### src/hdl/bsa_fifo.sv
// Two-entry queue for command and result beats.
module bsa_fifo #(
  parameter int WIDTH = 8
) (
  input  logic             clk,
  input  logic             rst,
  input  logic             push,
  input  logic [WIDTH-1:0] din,
  output logic             full,
  input  logic             pop,
  output logic [WIDTH-1:0] dout,
  output logic             empty
);

  logic [WIDTH-1:0] mem [2];
  logic             wr_ptr;
  logic             rd_ptr;
  logic [1:0]       cnt;
  logic             do_push;
  logic             do_pop;

  assign full    = (cnt == 2'd2);
  assign empty   = (cnt == 2'd0);
  assign do_push = push && !full;
  assign do_pop  = pop && !empty;
  assign dout    = mem[rd_ptr];

  always_ff @(posedge clk) begin
    if (rst) begin
      wr_ptr <= 1'b0;
      rd_ptr <= 1'b0;
      cnt    <= 2'd0;
    end else begin
      if (do_push) begin
        wr_ptr <= !wr_ptr;
      end
      if (do_pop) begin
        rd_ptr <= !rd_ptr;
      end
      if (do_push && !do_pop) begin
        cnt <= cnt + 2'd1;
      end else if (do_pop && !do_push) begin
        cnt <= cnt - 2'd1;
      end
    end
  end

  always_ff @(posedge clk) begin
    if (do_push) begin
      mem[wr_ptr] <= din;
    end
  end

endmodule

### config.mk
export PLATFORM = sky130hd
export DESIGN_NAME = bsa_fifo
export DESIGN_NICKNAME = d
export VERILOG_FILES = /design/src/hdl/bsa_fifo.sv
export SDC_FILE = /design/constraint.sdc
export NUM_CORES = 1
export LEC_CHECK = 0
export BUFFER_PORTS_ARGS = -buffer_cell sky130_fd_sc_hd__buf_4
export CAP_MARGIN = 20
export CORE_ASPECT_RATIO = 1.1
export CORE_MARGIN = 3
export CORE_UTILIZATION = 52
export DETAILED_ROUTE_END_ITERATION = 7
export GPL_TIMING_DRIVEN = 0
export MAX_ROUTING_LAYER = met4
export PLACE_DENSITY = 0.87
export SLEW_MARGIN = 20
export SYNTH_ARGS = -nofsm -noshare
export SYNTH_HDL_FRONTEND = slang
export SYNTH_SLANG_ARGS = --single-unit
export TNS_END_PERCENT = 20
### constraint.sdc
create_clock -name clk -period 3.4 [get_ports clk]
set_clock_uncertainty 0.05 [all_clocks]
set_input_delay 0.68 -clock clk [delete_from_list [all_inputs] [get_ports clk]]
set_output_delay 0.68 -clock clk [all_outputs]
set_load 0.005 [all_outputs]
==> flow_metrics.py, run 1 <==
metrics = {
    "clocking": {
        "cts_tree": "done",
        "cts_root_buffer": "clkbuf_4",
        "clkSinkCount": 21,
        "cts-resized-gates": 0,
        "path_clk_slew_ns": 0.11,
        "cts_inserted_buffers": 3,
        "clk_latency_ns": 0.29,
        "cts-hold-fix-buffers": 0,
        "cts_setup_buffers": 0,
        "cts_max_level": 1,
        "clock_path_buffers": 2,
    },
    "drt": {
        "drt-pass1-iter-count": 2,
        "drcViolationCount": 0,
        "routed_wl_mm": 1.250,
        "vias": 470,
        "wl_per_cell_um": 13.74,
        "ant_nets": 0,
        "dr.first_iter.drc_count": 1,
        "vias_per_cell": 5.165,
    },
    "yosys": {
        "ys_seq_area_share_pct": 73.19,
        "yosysTopAreaCellShare_pct": 60.57,
        "synth_edf_count": 16,
        "synthesis.nets": 63,
        "synthTopCellsByArea": "edfxtp_1, dfxtp_1, mux2_2",
        "synthTopCellsByCount": "edfxtp_1, mux2_2, dfxtp_1, nor2_1",
        "netlist_area_um2": 793.3,
        "avgSynthCellArea_um2": 15.87,
        "synthArstFlopShare_pct": 0,
        "synth_warnings": 0,
        "synth_cells": 50,
        "yosys.area.top_type": "edfxtp_1",
        "ys_types": 13,
        "synth_flop_cell": "edfxtp_1",
        "ys_ff_latch": 21,
        "synth.most_common_cell": "edfxtp_1",
    },
    "timing": {
        "finalHoldViolations": 0,
        "period_needed_ns": 2.040,
        "slew-limit-headroom_pct": 76.58,
        "worst_slew_pin_slew_ns": 0.3476,
        "holdWs_ns": 0.4430,
        "drv_slew": 0,
        "layout_worst_path_cycle_share_pct": 60.00,
        "rsz0062_at_grt": "no",
        "setup_slack_ns": 1.360,
        "setup_viol": 0,
        "fmax_mhz": 490.2,
        "tns_ns": 0,
    },
    "placement": {
        "dp.cells": 87,
        "dp_hpwl_mm": 1.015,
        "dpl_worst_slack_ns": 1.479,
        "place_congestion": 0.7120,
        "portBuffers": 21,
    },
    "floorplan": {
        "rows": 14,
        "core_area_mm2": 0.001401,
        "fp.dieH_um": 46.97,
        "start_util_pct": 56.61,
        "io_pins": 22,
        "die_w_um": 43.24,
        "dieArea_mm2": 0.002031,
    },
    "setup_path": {
        "path_cells": "buf_2, mux2_2, buf_4",
        "slowest_stage": "mux2_2",
        "max_stage_delay_ns": 0.36,
        "startpoint_type": "flop",
        "path_delay_family": "multiplexers",
        "end_kind": "primary output",
        "arrival_ns": 1.31,
        "path_class": "reg2out",
        "worst_ep_required_time_ns": 2.67,
        "crit_buf_inv": 2,
        "cp_max_fo": 8,
    },
    "global_routing": {
        "track_usage_pct": 14.77,
        "grt_pass1_wl_mm": 1.994,
        "grt_max_degree": 13,
        "grt_antenna_before_repair": 0,
        "grt_pass1_vias": 485,
        "grt_overflow": 0,
    },
    "outcome": {
        "status": "completed",
    },
    "final_layout": {
        "nets": 89,
        "num_antenna_cells": 0,
        "fin_cells": 91,
        "fill_cells": 109,
        "drive_above_1_share_pct": 46.67,
        "area_delta_synth_final_pct": 25.87,
    },
    "pwr": {
        "ir_worst_vdd_mv": 0.4246,
        "leakage_nw": 0.4037,
        "p_per_area_mw_per_mm2": 688.9,
        "power.total_mw": 0.6879,
    },
    "hold_path": {
        "hold_path.class": "reg2reg",
    },
    "flow_run": {
        "cap_violations": 0,
    },
}
routing by layer:
metal,vias up,global-route usage (%),share of wire (%)
met4,0,10.84,2.0
met2,17,28.02,52
li1,231,-,-
met1,218,13.09,39
met3,4,2.682,7.4
met5,-,-,0
final cells by class:
type,count,area (µm²),area share [%]
multi-input cells,26,200.2,20.05
clock buffers,3,22.52,2.256
inverters,2,7.507,0.7519
well taps,16,20.02,2.005
repair buffers,21,157.7,15.79
clock inverters,1,5.005,0.5013
flip-flops and latches,21,580.6,58.15
plain buffers,1,5.005,0.5013
cell families (layout without fill, tap and decap cells):
group           count (synthesis)  in the layout  synth area share (%)
compound gates                  5              5                 3.154
xor+xnor                        3              3                 3.313
fa+ha+maj                       1              1                 1.577
buf+inv                         3             28                 1.577
flops                          21             21                 73.19
mux                             8              8                 11.36
simple gates                    9              9                 5.837
worst paths after layout:
path	from	endpoint	slack [ns]	depth (start not counted)
worst max register to register	cnt[0]$_SDFFE_PP0P_	cnt[1]$_SDFFE_PP0P_	1.72	4
worst max-delay path	flop	dout[3]	1.36	3
worst min-delay path	wr_ptr$_SDFFE_PP0P_	wr_ptr$_SDFFE_PP0P_	0.44	2
worst min register to register	wr_ptr$_SDFFE_PP0P_	wr_ptr$_SDFFE_PP0P_	0.44	2
report_power, final:
group | internal [mW] | total [mW] | switching (mW)
clock network | 0.0438 | 0.113 | 0.0693
registers | 0.327 | 0.351 | 0.0234
logic | 0.128 | 0.224 | 0.0960
through the flow:
stage | utilization [%] | instance area [µm²]
after floorplan | - | 793.3
after global placement | 69.29 | 970.9
after detailed placement | 69.29 | 970.9
after CTS | 71.25 | 998.5
after global routing | 71.25 | 998.5
final | 71.25 | 998.5
flip-flops by register name (all words and copies together) (netlist names), named ones only:
signal	flops
mem	16
cnt	2
rd_ptr	1
wr_ptr	1
worst register-to-register path, delay by kind of cell (launching register included):
kind	cells	cell delay, ns
compound gates	2	0.48
flops	1	0.38
simple gates	1	0.38
fa+ha+maj	1	0.33
layout by cell type (no fill, tap or decap):
master and n:
nor2b_2 1, clkbuf_4 3, and2_1 1, edfxtp_1 16, nor2_1 5, inv_1 2
xor2_1 3, buf_4 21, or3_1 2, ha_1 1, clkinv_2 1, mux2_2 8
o21ai_0 3, a21oi_1 2, buf_2 1, dfxtp_1 5
Note: power is estimated with default switching activity, not from simulation.
==> run 2: changes to the inputs <==
--- a/config.mk
+++ b/config.mk
@@ -5,15 +5,16 @@
 export SDC_FILE = /design/constraint.sdc
 export NUM_CORES = 1
 export LEC_CHECK = 0
+export ABC_AREA = 1
 export BUFFER_PORTS_ARGS = -buffer_cell sky130_fd_sc_hd__buf_4
 export CAP_MARGIN = 20
 export CORE_ASPECT_RATIO = 1.1
 export CORE_MARGIN = 3
-export CORE_UTILIZATION = 52
+export CORE_UTILIZATION = 44
 export DETAILED_ROUTE_END_ITERATION = 7
 export GPL_TIMING_DRIVEN = 0
 export MAX_ROUTING_LAYER = met4
-export PLACE_DENSITY = 0.87
+export PLACE_DENSITY = 0.79
 export SLEW_MARGIN = 20
 export SYNTH_ARGS = -nofsm -noshare
 export SYNTH_HDL_FRONTEND = slang
==> constraint.sdc (replaced) <==
create_clock -name clk -period 1.8 [get_ports clk]
set_clock_uncertainty 0.05 [all_clocks]
set_input_delay 0.36 -clock clk [delete_from_list [all_inputs] [get_ports clk]]
set_output_delay 0.36 -clock clk [all_outputs]
set_load 0.005 [all_outputs]
==> run 2 against run 1 <==
- sequential cell count did not move
- clock-buffer cell count increased by 1
- sequential power rose by 90%
- first-iteration DRC count rose by 100%
- sequential share of layout area fell by 2.0 points
- critical endpoint is now dout[5]
- global-route usage decreased by 3.3 points
- combinational power is 92% higher
- register-to-register slack worse by 1.5 ns
- wire length fell by 4.9%
- via count up 11%
- synthesized cell count grew 24%
- non-clock buffer count unchanged
- critical path type unchanged
==> flow_metrics.py, run 2 <==
metrics = {
    "setup_path": {
        "worst_ep_required_time_ns": 1.39,
        "arrival_ns": 1.32,
        "end_kind": "primary output",
        "startpoint_type": "flop",
        "cp_max_fo": 8,
        "path_class": "reg2out",
    },
    "timing": {
        "fmax_mhz": 579.4,
        "finalHoldViolations": 0,
        "worst_slew_pin_slew_ns": 0.6581,
        "setup_slack_ns": 0.07416,
        "layout_worst_path_cycle_share_pct": 95.88,
        "setup_viol": 0,
        "drv_slew": 0,
        "tns_ns": 0,
        "period_needed_ns": 1.726,
        "slew-limit-headroom_pct": 55.96,
        "rsz0062_at_grt": "no",
    },
    "clocking": {
        "cts_tree": "done",
        "path_clk_slew_ns": 0.10,
        "cts-hold-fix-buffers": 0,
        "cts_inserted_buffers": 3,
        "clkSinkCount": 21,
        "clk_latency_ns": 0.29,
        "clock_path_buffers": 2,
        "cts_setup_buffers": 0,
        "cts_max_level": 1,
        "cts-resized-gates": 0,
        "cts_root_buffer": "clkbuf_4",
    },
    "yosys": {
        "netlist_area_um2": 828.3,
        "synth_warnings": 0,
        "synthTopCellsByArea": "edfxtp_1, dfxtp_1, mux2_2",
        "synth_flop_cell": "edfxtp_1",
        "synthArstFlopShare_pct": 0,
        "synth_cells": 62,
        "avgSynthCellArea_um2": 13.36,
        "synthesis.nets": 75,
        "yosys.area.top_type": "edfxtp_1",
        "synthTopCellsByCount": "edfxtp_1, nor2_1, mux2_2",
        "ys_seq_area_share_pct": 70.09,
        "yosysTopAreaCellShare_pct": 58.01,
        "ys_types": 16,
        "synth_edf_count": 16,
        "synth.most_common_cell": "edfxtp_1",
        "ys_ff_latch": 21,
    },
    "final_layout": {
        "regArea_um2": 580.6,
        "area_delta_synth_final_pct": 24.77,
        "fill_cells": 132,
        "top_register": "mem",
        "largest_reg_flops": 16,
        "layout_common_cells": "buf_4, edfxtp_1, nor2_1",
        "num_antenna_cells": 0,
        "reg_top3": "mem: 16 flops, cnt: 2 flops",
        "multiInputGateArea_um2": 209.0,
        "final_common_cell": "buf_4",
        "drive_above_1_share_pct": 43.68,
        "nets": 101,
    },
    "drt": {
        "drcViolationCount": 0,
        "routed_wl_mm": 1.189,
        "vias": 520,
        "drt-pass1-iter-count": 2,
        "wl_per_cell_um": 11.43,
        "ant_nets": 0,
        "dr.first_iter.drc_count": 2,
        "vias_per_cell": 5.000,
    },
    "placement": {
        "portBuffers": 21,
        "place_congestion": 0.7344,
        "dpl_worst_slack_ns": 0.2092,
        "dp_hpwl_um": 946.9,
    },
    "global_routing": {
        "grt_max_degree": 12,
        "grt_antenna_before_repair": 0,
        "grt_pass1_vias": 507,
        "track_usage_pct": 11.44,
        "grt_overflow": 0,
        "grt_pass1_wl_mm": 1.876,
    },
    "flow_run": {
        "cap_violations": 0,
    },
    "pwr": {
        "p_comb_share_pct": 32.8,
        "p_per_area_mw_per_mm2": 1267,
        "ir_worst_vdd_mv": 0.6662,
        "power_frac_seq_pct": 51.0,
        "pwr-share-clk_pct": 16.1,
        "internal_power_mw": 0.9355,
        "switching_power_mw": 0.3735,
        "leakage_nw": 0.4285,
        "netSwitchingFraction_pct": 28.54,
    },
    "outcome": {
        "status": "completed",
    },
    "floorplan": {
        "rows": 15,
        "dieArea_mm2": 0.002440,
        "core_area_mm2": 0.001670,
        "fp.dieH_um": 51.51,
        "start_util_pct": 49.59,
        "io_pins": 22,
        "die_w_um": 47.37,
    },
    "hold_path": {
        "hold_path.class": "in2reg",
    },
}
[run 2: cell count changes in the layout (fill, tap and decap cells not counted), sizes merged, moves of 2 or more]
cell,previous run,this run
nand2,0,4
inv,2,9
xor2,3,0
nor2,5,9
o21ai,3,5
or3,2,0
[run 2: through the flow]
stage / hold WS [ns] / util, % / total power [mW] / instance area [µm²] / std cells
2_1_floorplan: 0.4089 / - / 0.9363 / 828.3 / 62
3_3_place_gp: 0.4332 / 60.30 / 1.100 / 1007 / 100
3_5_place_dp: 0.4478 / 60.30 / 1.119 / 1007 / 100
4_1_cts: 0.1853 / 61.87 / 1.329 / 1033 / 104
5_1_grt: 0.1732 / 61.87 / 1.403 / 1033 / 104
6_report: 0.1943 / 61.87 / 1.309 / 1033 / 104
[run 2: cells by family (layout without fill, tap and decap cells)]
group	after synthesis	after routing	share of synthesized area, %
flip-flops	21	21	70.09
adder cells (fa/ha/maj)	1	1	1.510
AND/OR/NAND/NOR	16	16	8.307
AO/OA/AOI/OAI	6	6	4.531
buffers and inverters	10	35	4.683
multiplexers	8	8	10.88
[run 2: final timing paths]
path | from | to | slack (ns) | cells after the start
worst max-delay path | flop | dout[5] | 0.07 | 3
worst min register to register | wr_ptr$_SDFFE_PP0P_ | wr_ptr$_SDFFE_PP0P_ | 0.46 | 2
worst max register to register | cnt[0]$_SDFFE_PP0P_ | mem[1][6]$_DFFE_PP_ | 0.23 | 2
worst min-delay path | din[7] | mem[0][7]$_DFFE_PP_ | 0.19 | 1
[run 2: final cells by class]
class | instances | area share (%)
tap | 17 | 2.058
sequential | 21 | 56.17
timing repair buffer | 21 | 15.25
multi-input combinational | 31 | 20.22
inverter | 9 | 3.269
clock buffer | 4 | 2.542
buffer | 1 | 0.4843
[run 2: critical path: stages, from the launching register on]
cell and delay [ns]:
dfxtp_1 0.32, buf_2 0.21, mux2_2 0.36, buf_4 0.13
[run 2: per-layer routing]
metal | global-route usage [%] | wire (µm)
met2 | 20.76 | 629
met1 | 10.11 | 444
met4 | 5.530 | 21
met3 | 3.460 | 94
met5 | - | 0
[run 2: power groups by stage]
stage | Clock (mW) | Sequential (mW) | Combinational [mW]
after CTS | 0.219 | 0.670 | 0.439
after global routing | 0.238 | 0.679 | 0.486
final | 0.211 | 0.668 | 0.430
after detailed placement | 0 | 0.682 | 0.437
after global placement | 0 | 0.675 | 0.424
after floorplan | 0 | 0.669 | 0.267
