<file path="src/hdl/bsa_pkg.sv">
// Shared command, status and beat types of the bitmap slot allocator.
package bsa_pkg;

  localparam int HANDLE_W = 13;

  typedef logic [HANDLE_W-1:0] handle_t;

  typedef enum logic [1:0] {
    CMD_ALLOC = 2'd0,
    CMD_FREE  = 2'd1,
    CMD_READ  = 2'd2,
    CMD_WRITE = 2'd3
  } cmd_op_t;

  typedef enum logic [1:0] {
    STAT_OK      = 2'd0,
    STAT_FULL    = 2'd1,
    STAT_RANGE   = 2'd2,
    STAT_UNALLOC = 2'd3
  } status_t;

  typedef struct packed {
    cmd_op_t op;
    logic    in_range;
    handle_t idx;
    handle_t word;
    logic    wv;
  } cmd_t;

  typedef struct packed {
    handle_t granted;
    logic    data_bit;
    status_t status;
    handle_t used;
  } rsp_t;

endpackage

</file>
<file path="src/hdl/bsa_fifo.sv">
// Two-entry queue for command and result beats.
module bsa_fifo #(
  parameter int WIDTH = 8
) (
  input  logic             clk,
  input  logic             rst,
  input  logic             push,
  input  logic [WIDTH-1:0] din,
  output logic             full,
  input  logic             pop,
  output logic [WIDTH-1:0] dout,
  output logic             empty
);

  logic [WIDTH-1:0] mem [2];
  logic             wr_ptr;
  logic             rd_ptr;
  logic [1:0]       cnt;
  logic             do_push;
  logic             do_pop;

  assign full    = (cnt == 2'd2);
  assign empty   = (cnt == 2'd0);
  assign do_push = push && !full;
  assign do_pop  = pop && !empty;
  assign dout    = mem[rd_ptr];

  always_ff @(posedge clk) begin
    if (rst) begin
      wr_ptr <= 1'b0;
      rd_ptr <= 1'b0;
      cnt    <= 2'd0;
    end else begin
      if (do_push) begin
        wr_ptr <= !wr_ptr;
      end
      if (do_pop) begin
        rd_ptr <= !rd_ptr;
      end
      if (do_push && !do_pop) begin
        cnt <= cnt + 2'd1;
      end else if (do_pop && !do_push) begin
        cnt <= cnt - 2'd1;
      end
    end
  end

  always_ff @(posedge clk) begin
    if (do_push) begin
      mem[wr_ptr] <= din;
    end
  end

endmodule

</file>
<file path="src/hdl/bsa_front.sv">
// Front end: accepts command beats, range-checks and splits the handle, queues them.
module bsa_front #(
  parameter int CAPACITY  = 4096,
  parameter int WORD_BITS = 64
) (
  input  logic                  clk,
  input  logic                  rst,
  input  logic [1:0]            command,
  input  bsa_pkg::handle_t      handle,
  input  logic                  write_value,
  input  logic                  push,
  output logic                  full,
  input  logic                  hold,
  input  logic                  cmd_pop,
  output logic                  cmd_empty,
  output bsa_pkg::cmd_t         cmd_head
);

  localparam int RSH     = 20;
  localparam int RECIP   = ((2 ** RSH) + WORD_BITS - 1) / WORD_BITS;
  localparam int RECIP_W = 18;
  localparam int PROD_W  = bsa_pkg::HANDLE_W + RECIP_W;

  logic             q_full;
  bsa_pkg::cmd_t    item;
  bsa_pkg::handle_t idx;
  logic [PROD_W-1:0] prod;

  assign full = q_full || hold;
  assign idx  = handle - bsa_pkg::HANDLE_W'(1);
  assign prod = PROD_W'(idx) * PROD_W'(RECIP);

  always_comb begin
    item.op       = bsa_pkg::cmd_op_t'(command);
    item.in_range = (handle != '0) && (32'(handle) <= 32'(CAPACITY));
    item.idx      = idx;
    item.word     = bsa_pkg::HANDLE_W'(prod >> RSH);
    item.wv       = write_value;
  end

  bsa_fifo #(
    .WIDTH($bits(bsa_pkg::cmd_t))
  ) u_cmd_q (
    .clk  (clk),
    .rst  (rst),
    .push (push && !full),
    .din  (item),
    .full (q_full),
    .pop  (cmd_pop),
    .dout (cmd_head),
    .empty(cmd_empty)
  );

endmodule

</file>
<file path="config.mk">
export PLATFORM = sky130hd
export DESIGN_NAME = bsa_front
export DESIGN_NICKNAME = d
export VERILOG_FILES = /design/src/hdl/bsa_pkg.sv /design/src/hdl/bsa_fifo.sv /design/src/hdl/bsa_front.sv
export SDC_FILE = /design/constraint.sdc
export NUM_CORES = 1
export LEC_CHECK = 0
export ABC_CLOCK_PERIOD_IN_PS = 3600
export BUFFER_PORTS_ARGS = -buffer_cell sky130_fd_sc_hd__buf_2
export CORE_UTILIZATION = 37
export CTS_CLUSTER_DIAMETER = 200
export DETAILED_ROUTE_END_ITERATION = 10
export GPL_TIMING_DRIVEN = 1
export HOLD_SLACK_MARGIN = 0.15
export SYNTH_ARGS = -nofsm -noshare
export SYNTH_HDL_FRONTEND = slang
export SYNTH_SLANG_ARGS = --single-unit
export TNS_END_PERCENT = 1
</file>
<file path="constraint.sdc">
create_clock -name clk -period 3.6 [get_ports clk]
set_input_delay 0 -clock clk [delete_from_list [all_inputs] [get_ports clk]]
set_output_delay 0 -clock clk [all_outputs]
set_load 0.01 [all_outputs]
</file>
==> flow_metrics.py, run 1 <==
metrics = {
    "status": {
        "outcome": "completed",
    },
    "clock_network": {
        "htreeDepth": 2,
        "cts_tree": "yes",
        "clk_pin_slew_ns": 0.07,
        "clk_path_buf_depth": 2,
        "cts_sinks": 39,
        "cts_resized": 0,
        "root_buffer": "clkbuf_8",
        "cts-buffers-inserted": 5,
        "insertion_delay_ns": 0.28,
    },
    "synth": {
        "synth.area.top_cells": "edfxtp_1 57%, mux2_2 11%, dfxtp_1 5.6%",
        "ys_types": 31,
        "synth-compound-area-share": 0.0347,
        "synth_top_cell_by_area": "edfxtp_1",
        "synthAdderAreaFrac": 0.0139,
        "synthXorXnorAreaFrac": 0.0584,
        "synthSimpleGateAreaFrac": 0.0876,
        "synth_edf_count": 34,
        "synth_ff_type": "edfxtp_1",
        "synth_top_family_by_area": "multiplexers",
        "synth_cells": 125,
        "synth_warnings": 0,
        "avgSynthCellArea_um2": 14.4,
        "synth_top_area_share": 0.567,
        "async_reset_ff_frac": 0,
        "synth_seq_cells": 39,
        "ys_seq_area_frac": 0.623,
        "synthMuxAreaShare": 0.106,
        "syn_area_um2": 1800,
    },
    "global_route": {
        "groute.usage.overall": 0.140,
        "grt_pass1_wl_um": 5460,
        "grt_overflow": 0,
        "antenna_found_initial": 0,
        "grt_pass1_vias": 1234,
        "grt_max_degree": 18,
    },
    "critical_path": {
        "arrival_ns": 1.98,
        "cp_data_required_time_ns": 3.62,
        "crit_fanout": 6,
        "worst_setup_path_start_kind": "input port",
        "crit_path_end_kind": "register",
        "path_class": "input port to register",
    },
    "routing": {
        "drt_pre_antenna_iters": 4,
        "routed_wl_um": 3280,
        "avgRoutedWirePerCell_um": 13.6,
        "via_per_inst": 4.73,
        "drc": 0,
        "drt_iter0_markers": 38,
        "ant_nets": 0,
        "vias": 1145,
    },
    "pwr": {
        "power.density_nw_per_um2": 562,
        "power.leakage_uw": 0.000920,
        "finalPower_uw": 1300,
        "worst_ir_drop_vdd_mv": 0.367,
    },
    "run": {
        "cap_violations": 0,
    },
    "cells_and_area": {
        "fin_nets": 210,
        "multiInputGateArea_um2": 571,
        "n_antenna_cell": 0,
        "fill_cells": 420,
        "fin_util": 0.494,
        "ff_latch_area_um2": 1120,
        "layout-drive-gt1-share": 0.420,
        "syn2layout_area_growth_pct": 28.7,
    },
    "sta": {
        "tightest_slew_ns": 0.818,
        "fin_skew_ns": 0.00537,
        "fin_crit_sh": 0.545,
        "fmax_ghz": 0.510,
        "min_period_ns": 1.96,
        "relSlewSlack": 0.455,
        "tns_ns": 0,
        "slew_violations": 0,
        "hold_violations": 0,
        "rsz0062_at_grt": "no",
        "setup_viol_count_final": 0,
    },
    "hold_path": {
        "hp-class": "input port to register",
    },
    "placed_design": {
        "routabilityCongestion": 0.760,
        "port_buffers": 46,
        "dpl.hpwl_um": 2250,
    },
    "floorplanning": {
        "die_h_um": 71.8,
        "rows": 25,
        "core_um2": 4690,
        "die_area_um2": 5150,
        "die_w_um": 71.8,
        "start_util": 0.384,
        "pin_count": 53,
    },
}
-- cell usage in the layout (no fill, tap or decap), drive strengths merged, types with 2 or more instances in the layout --
master,n
nor2,7
nor4,4
o21ai,3
inv,6
mux2,17
clkinv,2
nand2,2
o31ai,2
buf,47
xor2,11
conb,6
dfxtp,5
or4,2
dlygate4sd3,19
ha,2
edfxtp,34
clkbuf,5
nor3,3
-- Yosys cell counts (2+ instances only) --
master / instances
edfxtp_1: 34
mux2_2: 17
buf_4: 13
xor2_1: 11
nor2_1: 7
inv_1: 6
dfxtp_1: 5
buf_2: 2
ha_1: 2
nand2_1: 2
nor3_1: 2
nor4_1: 2
o21ai_0: 2
o31ai_1: 2
or4_4: 2
-- layer usage --
layer / GRT usage / part of all wire / vias up
li1: - / - / 557
met1: 0.146 / 0.41 / 544
met2: 0.264 / 0.53 / 34
met3: 0.0323 / 0.038 / 10
met4: 0.0654 / 0.023 / 0
met5: 0 / 0 / -
-- what timing repair did --
action | 4_1_cts | 5_1_grt
buffers inserted | 0 | 0
hold endpoints to repair | 37 | 0
hold buffers | 19 | 0
setup endpoints to repair | 0 | 0
-- worst max-delay path: stages --
cell and delay [ns]:
dlygate4sd3_1 0.52, buf_2 0.13, inv_1 0.09, ha_1 0.21
or4b_1 0.60, o41ai_1 0.27, o21ai_1 0.14
-- state kept, by name (all words and copies together), names as in the netlist, named ones only --
signal and cells:
u_cmd_q.cnt 2, u_cmd_q.mem 34, u_cmd_q.rd_ptr 1, u_cmd_q.wr_ptr 1
-- cell families (layout without fill, tap and decap cells) --
logic type                 Yosys count  count (layout)
AOI/OAI and AO/OA                    9               9
xor gates and xnor gates            12              12
adders and majority gates            2               2
buffers and inverters               22              80
DFF                                 39              39
muxes                               17              17
other                                1               6
and+or+nand+nor                     23              23
-- report_power, final --
part | total (µW) | switching [µW] | internal, µW | leakage, µW
Clock | 348 | 145 | 203 | 0.0000556
Sequential | 598 | 52.0 | 546 | 0.000353
Combinational | 356 | 175 | 181 | 0.000512
-- metrics by stage --
step / setup slack (ns) / hold WS, ns / std cells / area [µm²]
after floorplan: 0.944 / 0.0691 / 130 / 1820
after global placement: 1.84 / 0.194 / 215 / 2020
after detailed placement: 1.72 / 0.191 / 215 / 2020
after CTS: 1.65 / 0.192 / 242 / 2320
after global routing: 1.53 / 0.226 / 242 / 2320
final: 1.64 / 0.180 / 242 / 2320
-- final cells by class --
cell class              instances  area share
flip-flops and latches         39       0.484
well taps                      54      0.0292
clock buffers                   5      0.0297
multi-input cells              69       0.246
inverters                       6     0.00972
repair buffers                 66       0.185
clock inverters                 3      0.0167
-- final timing paths --
check	cells after the start	from	slack (ns)	end
worst max-delay path	7	handle[0]	1.64	u_cmd_q.mem[0][16]
worst min-delay path	4	cmd_pop	0.18	register
worst max register to register	3	u_cmd_q.cnt[0]	1.74	u_cmd_q.mem[1][21]
worst min register to register	2	u_cmd_q.rd_ptr	0.51	register
Note: power is estimated with default switching activity, not from simulation.
==> run 2: changes to the inputs <==
--- a/config.mk
+++ b/config.mk
@@ -5,7 +5,7 @@
 export SDC_FILE = /design/constraint.sdc
 export NUM_CORES = 1
 export LEC_CHECK = 0
-export ABC_CLOCK_PERIOD_IN_PS = 3600
+export ABC_CLOCK_PERIOD_IN_PS = 1700
 export BUFFER_PORTS_ARGS = -buffer_cell sky130_fd_sc_hd__buf_2
 export CORE_UTILIZATION = 37
 export CTS_CLUSTER_DIAMETER = 200
==> constraint.sdc (replaced) <==
create_clock -name clk -period 1.7 [get_ports clk]
set_input_delay 0 -clock clk [delete_from_list [all_inputs] [get_ports clk]]
set_output_delay 0 -clock clk [all_outputs]
set_load 0.01 [all_outputs]
==> run 2 against run 1 <==
  * Flip-flop and latch count unchanged
  * Critical path depth down 2
  * Routed wire length up 1.7%
  * Die area unchanged
  * Largest cell class unchanged
  * Worst setup slack worse by 1.6 ns
  * Critical endpoint is now u_cmd_q.mem[0][19]
  * Register-to-register slack worse by 1.6 ns
==> flow_metrics.py, run 2 (synthesis results as in run 1) <==
metrics = {
    "floorplanning": {
        "die_h_um": 71.8,
        "die_w_um": 71.8,
        "rows": 25,
        "core_um2": 4690,
        "pin_count": 53,
        "die_area_um2": 5150,
        "start_util": 0.384,
    },
    "clock_network": {
        "clk_pin_slew_ns": 0.07,
        "clk_path_buf_depth": 2,
        "post-cts-setup-buffers": 0,
        "htreeDepth": 2,
        "cts-buffers-inserted": 5,
        "cts_sinks": 39,
        "root_buffer": "clkbuf_8",
        "insertion_delay_ns": 0.29,
        "cts_tree": "yes",
    },
    "cells_and_area": {
        "largest_register_ffs": 34,
        "finalNonFillerCells": 248,
        "reg_top3": "u_cmd_q.mem x34, u_cmd_q.cnt x2",
        "fin_nets": 216,
        "final_common_cell": "buf_2",
        "layout-drive-gt1-share": 0.438,
        "n_antenna_cell": 0,
        "final_cell_mix": "46 x buf_2, 34 x edfxtp_1, 21 x dlygate4sd3_1",
        "top_register": "u_cmd_q.mem",
        "syn2layout_area_growth_pct": 32.3,
    },
    "sta": {
        "whs_ns": 0.192,
        "fmax_ghz": 0.600,
        "fin_crit_sh": 0.981,
        "setup_viol_count_final": 0,
        "fin_skew_ns": 0.00426,
        "hold_violations": 0,
        "worst_slack_ns": 0.0321,
        "slew_violations": 0,
        "rsz0062_at_grt": "yes",
        "min_period_ns": 1.67,
    },
    "placed_design": {
        "routabilityCongestion": 0.743,
        "dpl.hpwl_um": 2300,
        "post-place-cells": 219,
        "port_buffers": 46,
        "pre_cts_ws_ns": 0.0400,
    },
    "routing": {
        "drc": 0,
        "vias": 1162,
        "drt_pre_antenna_iters": 4,
        "ant_nets": 0,
        "via_per_inst": 4.69,
        "routed_wl_um": 3340,
        "avgRoutedWirePerCell_um": 13.5,
        "drt_iter0_markers": 29,
    },
    "global_route": {
        "grt_max_degree": 19,
        "groute.usage.overall": 0.139,
        "antenna_found_initial": 0,
        "grt_pass1_wl_um": 5300,
        "grt_pass1_vias": 1179,
        "grt_overflow": 0,
    },
    "critical_path": {
        "crit_fanout": 5,
        "cp_data_required_time_ns": 1.81,
        "arrival_ns": 1.78,
        "worst_setup_path_start_kind": "input port",
        "crit_path_end_kind": "register",
        "path_class": "input port to register",
        "r2r_slack_ns": 0.10,
    },
    "pwr": {
        "worst_ir_drop_vdd_mv": 0.841,
        "power.density_nw_per_um2": 1120,
        "power.leakage_uw": 0.000951,
    },
    "run": {
        "cap_violations": 0,
    },
    "status": {
        "outcome": "completed",
    },
    "hold_path": {
        "hp-class": "input port to register",
    },
}
[run 2: cell count changes in the layout (fill, tap and decap cells not counted), moves of 2 or more]
cell / change
buf_4: +2
dlygate4sd3_1: +2
buf_12: +2
clkinv_2: +2
[run 2: area by class of cell]
type | instances | area, µm²
clock buffer | 5 | 68.8
clock inverter | 3 | 15.0
fill | 425 | 2310
inverter | 6 | 22.5
sequential | 39 | 1120
timing repair buffer | 72 | 503
multi-input combinational | 69 | 584
tap | 54 | 67.6
[run 2: through the flow]
stage | util | power [µW] | TNS [ns] | instance area, µm²
global route | 0.508 | 2820 | -0.0216 | 2380
floorplan | - | 1800 | 0 | 1830
finish | 0.508 | 2670 | 0 | 2380
CTS | 0.507 | 2700 | 0 | 2380
global placement | 0.444 | 2040 | 0 | 2080
detailed placement | 0.444 | 2070 | 0 | 2080
[run 2: final timing paths]
path / end / cells after the start / start
setup / recovery: u_cmd_q.mem[0][19] / 5 / handle[5]
setup reg to reg: u_cmd_q.cnt[1] / 5 / u_cmd_q.cnt[1]
hold reg to reg: u_cmd_q.rd_ptr / 2 / u_cmd_q.rd_ptr
hold / removal: u_cmd_q.mem[0][11] / 3 / handle[0]
[run 2: where the power goes]
group	switching, µW	internal (µW)
Combinational	441	427
Sequential	53.5	1160
Clock	308	280
Total	802	1860
[run 2: critical path: stages]
cell and delay, ns:
dlygate4sd3_1 0.55, buf_2 0.16, or4_4 0.54, nor4_2 0.30, xor2_1 0.24
[run 2: repair_timing]
item / 4_1_cts / 5_1_grt
gates resized for setup: 0 / 1
setup endpoints to repair: 0 / 5
hold buffers: 21 / 0
hold endpoints to repair: 37 / 0
[run 2: routing by layer]
layer / global-route usage / wire, µm / vias to the layer above
met1: 0.150 / 1360 / 556
met5: 0 / 0 / -
met4: 0.0523 / 22 / 0
li1: - / - / 574
met2: 0.255 / 1810 / 28
met3: 0.0422 / 142 / 4
==> run 3: changes to the inputs <==
--- a/config.mk
+++ b/config.mk
@@ -14,5 +14,6 @@
 export HOLD_SLACK_MARGIN = 0.15
 export SYNTH_ARGS = -nofsm -noshare
 export SYNTH_HDL_FRONTEND = slang
+export SYNTH_HIERARCHICAL = 1
 export SYNTH_SLANG_ARGS = --single-unit
 export TNS_END_PERCENT = 1
==> run 3 against run 2 <==
  * The run now ends with setup timing left
  * Count of clock-buffer cells in the layout increased by 4
  * Sequential share of layout area increased by 6.0 points
  * Critical path depth increased by 2
  * Critical path type is now register to register
  * Largest cell class unchanged
==> flow_metrics.py, run 3 <==
metrics = {
    "global_route": {
        "gr-usage-met2": 0.209,
        "grt_overflow": 0,
        "grt_pass1_vias": 1461,
        "grt_max_degree": 31,
        "antenna_found_initial": 0,
        "grt_pass1_wl_um": 6850,
        "grt.busiest_layer": "met2",
        "met3_usage": 0.0305,
        "use_met1": 0.146,
        "groute.usage.overall": 0.126,
    },
    "cells_and_area": {
        "syn2layout_area_growth_pct": 35.7,
        "final_common_cell": "edfxtp_1",
        "ff_latch_area_um2": 1900,
        "largest_register_ffs": 60,
        "n_antenna_cell": 0,
        "layout-drive-gt1-share": 0.481,
        "top_register": "u_cmd_q/mem",
        "reg_top3": "u_cmd_q/mem x60, u_cmd_q/cnt x2",
        "final_cell_mix": "60 x edfxtp_1, 52 x buf_2, 30 x mux2_2",
        "multiInputGateArea_um2": 787,
        "fill_cells": 605,
        "fin_nets": 278,
        "fin_util": 0.525,
    },
    "sta": {
        "slew_violations": 0,
        "fmax_ghz": 0.559,
        "tns_ns": -2.28,
        "min_period_ns": 1.79,
        "fin_skew_ns": 0.00449,
        "hold_violations": 0,
        "worst_slack_ns": -0.0903,
        "rsz0062_at_grt": "yes",
        "fin_crit_sh": 1.05,
        "setup_viol_count_final": 31,
    },
    "routing": {
        "ant_nets": 0,
        "drt_iter0_markers": 73,
        "routed_wl_um": 4470,
        "avgRoutedWirePerCell_um": 12.6,
        "drt_pre_antenna_iters": 4,
        "via_per_inst": 4.33,
        "drc": 0,
        "vias": 1534,
    },
    "synth": {
        "yosys.cell_count.top_type": "edfxtp_1",
        "synth_seq_cells": 65,
        "synth_cells": 155,
        "syn_area_um2": 2650,
        "async_reset_ff_frac": 0,
        "avgSynthCellArea_um2": 17.1,
        "ys_types": 26,
        "synth_edf_count": 60,
        "synth_ff_type": "edfxtp_1",
        "synth_top_cell_by_area": "edfxtp_1",
        "ys_seq_area_frac": 0.719,
        "synth.area.top_cells": "edfxtp_1 68%, mux2_2 13%, dfxtp_1 3.8%",
        "synth_warnings": 6,
        "synth_commonest_cells": "60 x edfxtp_1, 30 x mux2_2, 9 x nor2_1",
        "synth_top_area_share": 0.681,
    },
    "floorplanning": {
        "core_um2": 6830,
        "pin_count": 53,
        "die_w_um": 86.6,
        "die_area_um2": 7490,
        "die_h_um": 86.6,
        "rows": 30,
        "start_util": 0.387,
    },
    "clock_network": {
        "cts-buffers-inserted": 9,
        "insertion_delay_ns": 0.32,
        "clk_pin_slew_ns": 0.06,
        "cts_tree": "yes",
        "clk_path_buf_depth": 2,
        "root_buffer": "clkbuf_8",
        "htreeDepth": 3,
        "cts_sinks": 65,
    },
    "pwr": {
        "worst_ir_drop_vdd_mv": 0.551,
        "power.leakage_uw": 0.00135,
        "power.density_nw_per_um2": 1210,
    },
    "critical_path": {
        "path_class": "register to register",
        "worst_setup_path_start_kind": "register",
        "arrival_ns": 1.83,
        "crit_fanout": 5,
        "cp_data_required_time_ns": 1.74,
        "crit_path_end_kind": "register",
    },
    "hold_path": {
        "hp-class": "input port to register",
    },
    "status": {
        "outcome": "finished with violations",
        "violations": "setup timing",
    },
    "placed_design": {
        "dpl.hpwl_um": 2970,
        "routabilityCongestion": 0.673,
        "port_buffers": 52,
    },
    "run": {
        "cap_violations": 0,
    },
}
==> run 3: cell types whose count changed after synthesis, moves of 4 or more <==
| cell | change |
|---|---|
| xnor2_1 | +7 |
| buf_4 | -13 |
| edfxtp_1 | +26 |
| mux2_2 | +13 |
| xor2_1 | -4 |
==> run 3: kinds of logic (layout without fill, tap and decap cells) <==
group,after synthesis,in the layout,synth area share
compound gates,5,5,0.00946
buf+inv,9,101,0.0142
other cells,1,12,0.00142
flops,65,65,0.719
fa+ha+maj,2,2,0.00946
xor+xnor,15,15,0.0497
mux,30,30,0.128
simple gates,28,28,0.0691
==> run 3: cell type report <==
| class | instances | share of cell area |
|---|---|---|
| Sequential cell | 65 | 0.531 |
| Multi-Input combinational cell | 92 | 0.219 |
| Timing Repair Buffer | 81 | 0.168 |
| Clock buffer | 9 | 0.0345 |
| Tap cell | 96 | 0.0335 |
| Inverter | 6 | 0.00732 |
| Clock inverter | 5 | 0.00697 |
==> run 3: through the flow <==
step / hold slack [ns] / cells / instance area [µm²] / setup slack (ns) / power [µW]
finish: 0.179 / 354 / 3590 / -0.0903 / 4360
global route: 0.193 / 354 / 3590 / -0.164 / 4590
CTS: 0.166 / 351 / 3510 / -0.104 / 4320
detailed placement: 0.197 / 321 / 3200 / -0.0891 / 3290
global placement: 0.199 / 321 / 3200 / -0.0634 / 3280
floorplan: 0.0691 / 166 / 2700 / -0.226 / 2750
==> run 3: power breakdown <==
part	total (µW)	leakage, µW	internal [µW]	switching [µW]
Combinational	1350	0.000680	718	630
Sequential	2010	0.000590	1950	53.0
Clock	1000	0.0000758	496	507
==> run 3: path summary, 6_finish.rpt <==
| path | start | end | slack [ns] | depth (start not counted) |
|---|---|---|---|---|
| worst max register to register | u_cmd_q/cnt[1] | u_cmd_q/mem[0][14] | -0.09 | 7 |
| worst max-delay path | u_cmd_q/cnt[1] | u_cmd_q/mem[0][14] | -0.09 | 7 |
| worst min register to register | u_cmd_q/rd_ptr | register | 0.50 | 2 |
| worst min-delay path | cmd_pop | register | 0.18 | 5 |
==> run 3: worst max-delay path, cell delays in order (launching register included) <==
cell and delay (ns):
dfxtp_2 0.32, nor2b_4 0.12, or2_4 0.25, nor2_4 0.10
inv_2 0.04, or3_4 0.34, clkinvlp_4 0.17, clkbuf_16 0.17
==> run 3: what timing repair did <==
item | 4_1_cts | 5_1_grt
gates resized for setup | 1 | 9
gates cloned | 0 | 2
pin swaps | 0 | 4
hold endpoints to repair | 51 | 0
setup endpoints to repair | 31 | 78
buffers inserted | 0 | 1
hold buffers | 16 | 0
==> run 3: per-layer routing <==
layer / wire (µm) / share of wire
met4: 130 / 0.029
met3: 192 / 0.043
met5: 0 / 0
met1: 1870 / 0.42
met2: 2280 / 0.51
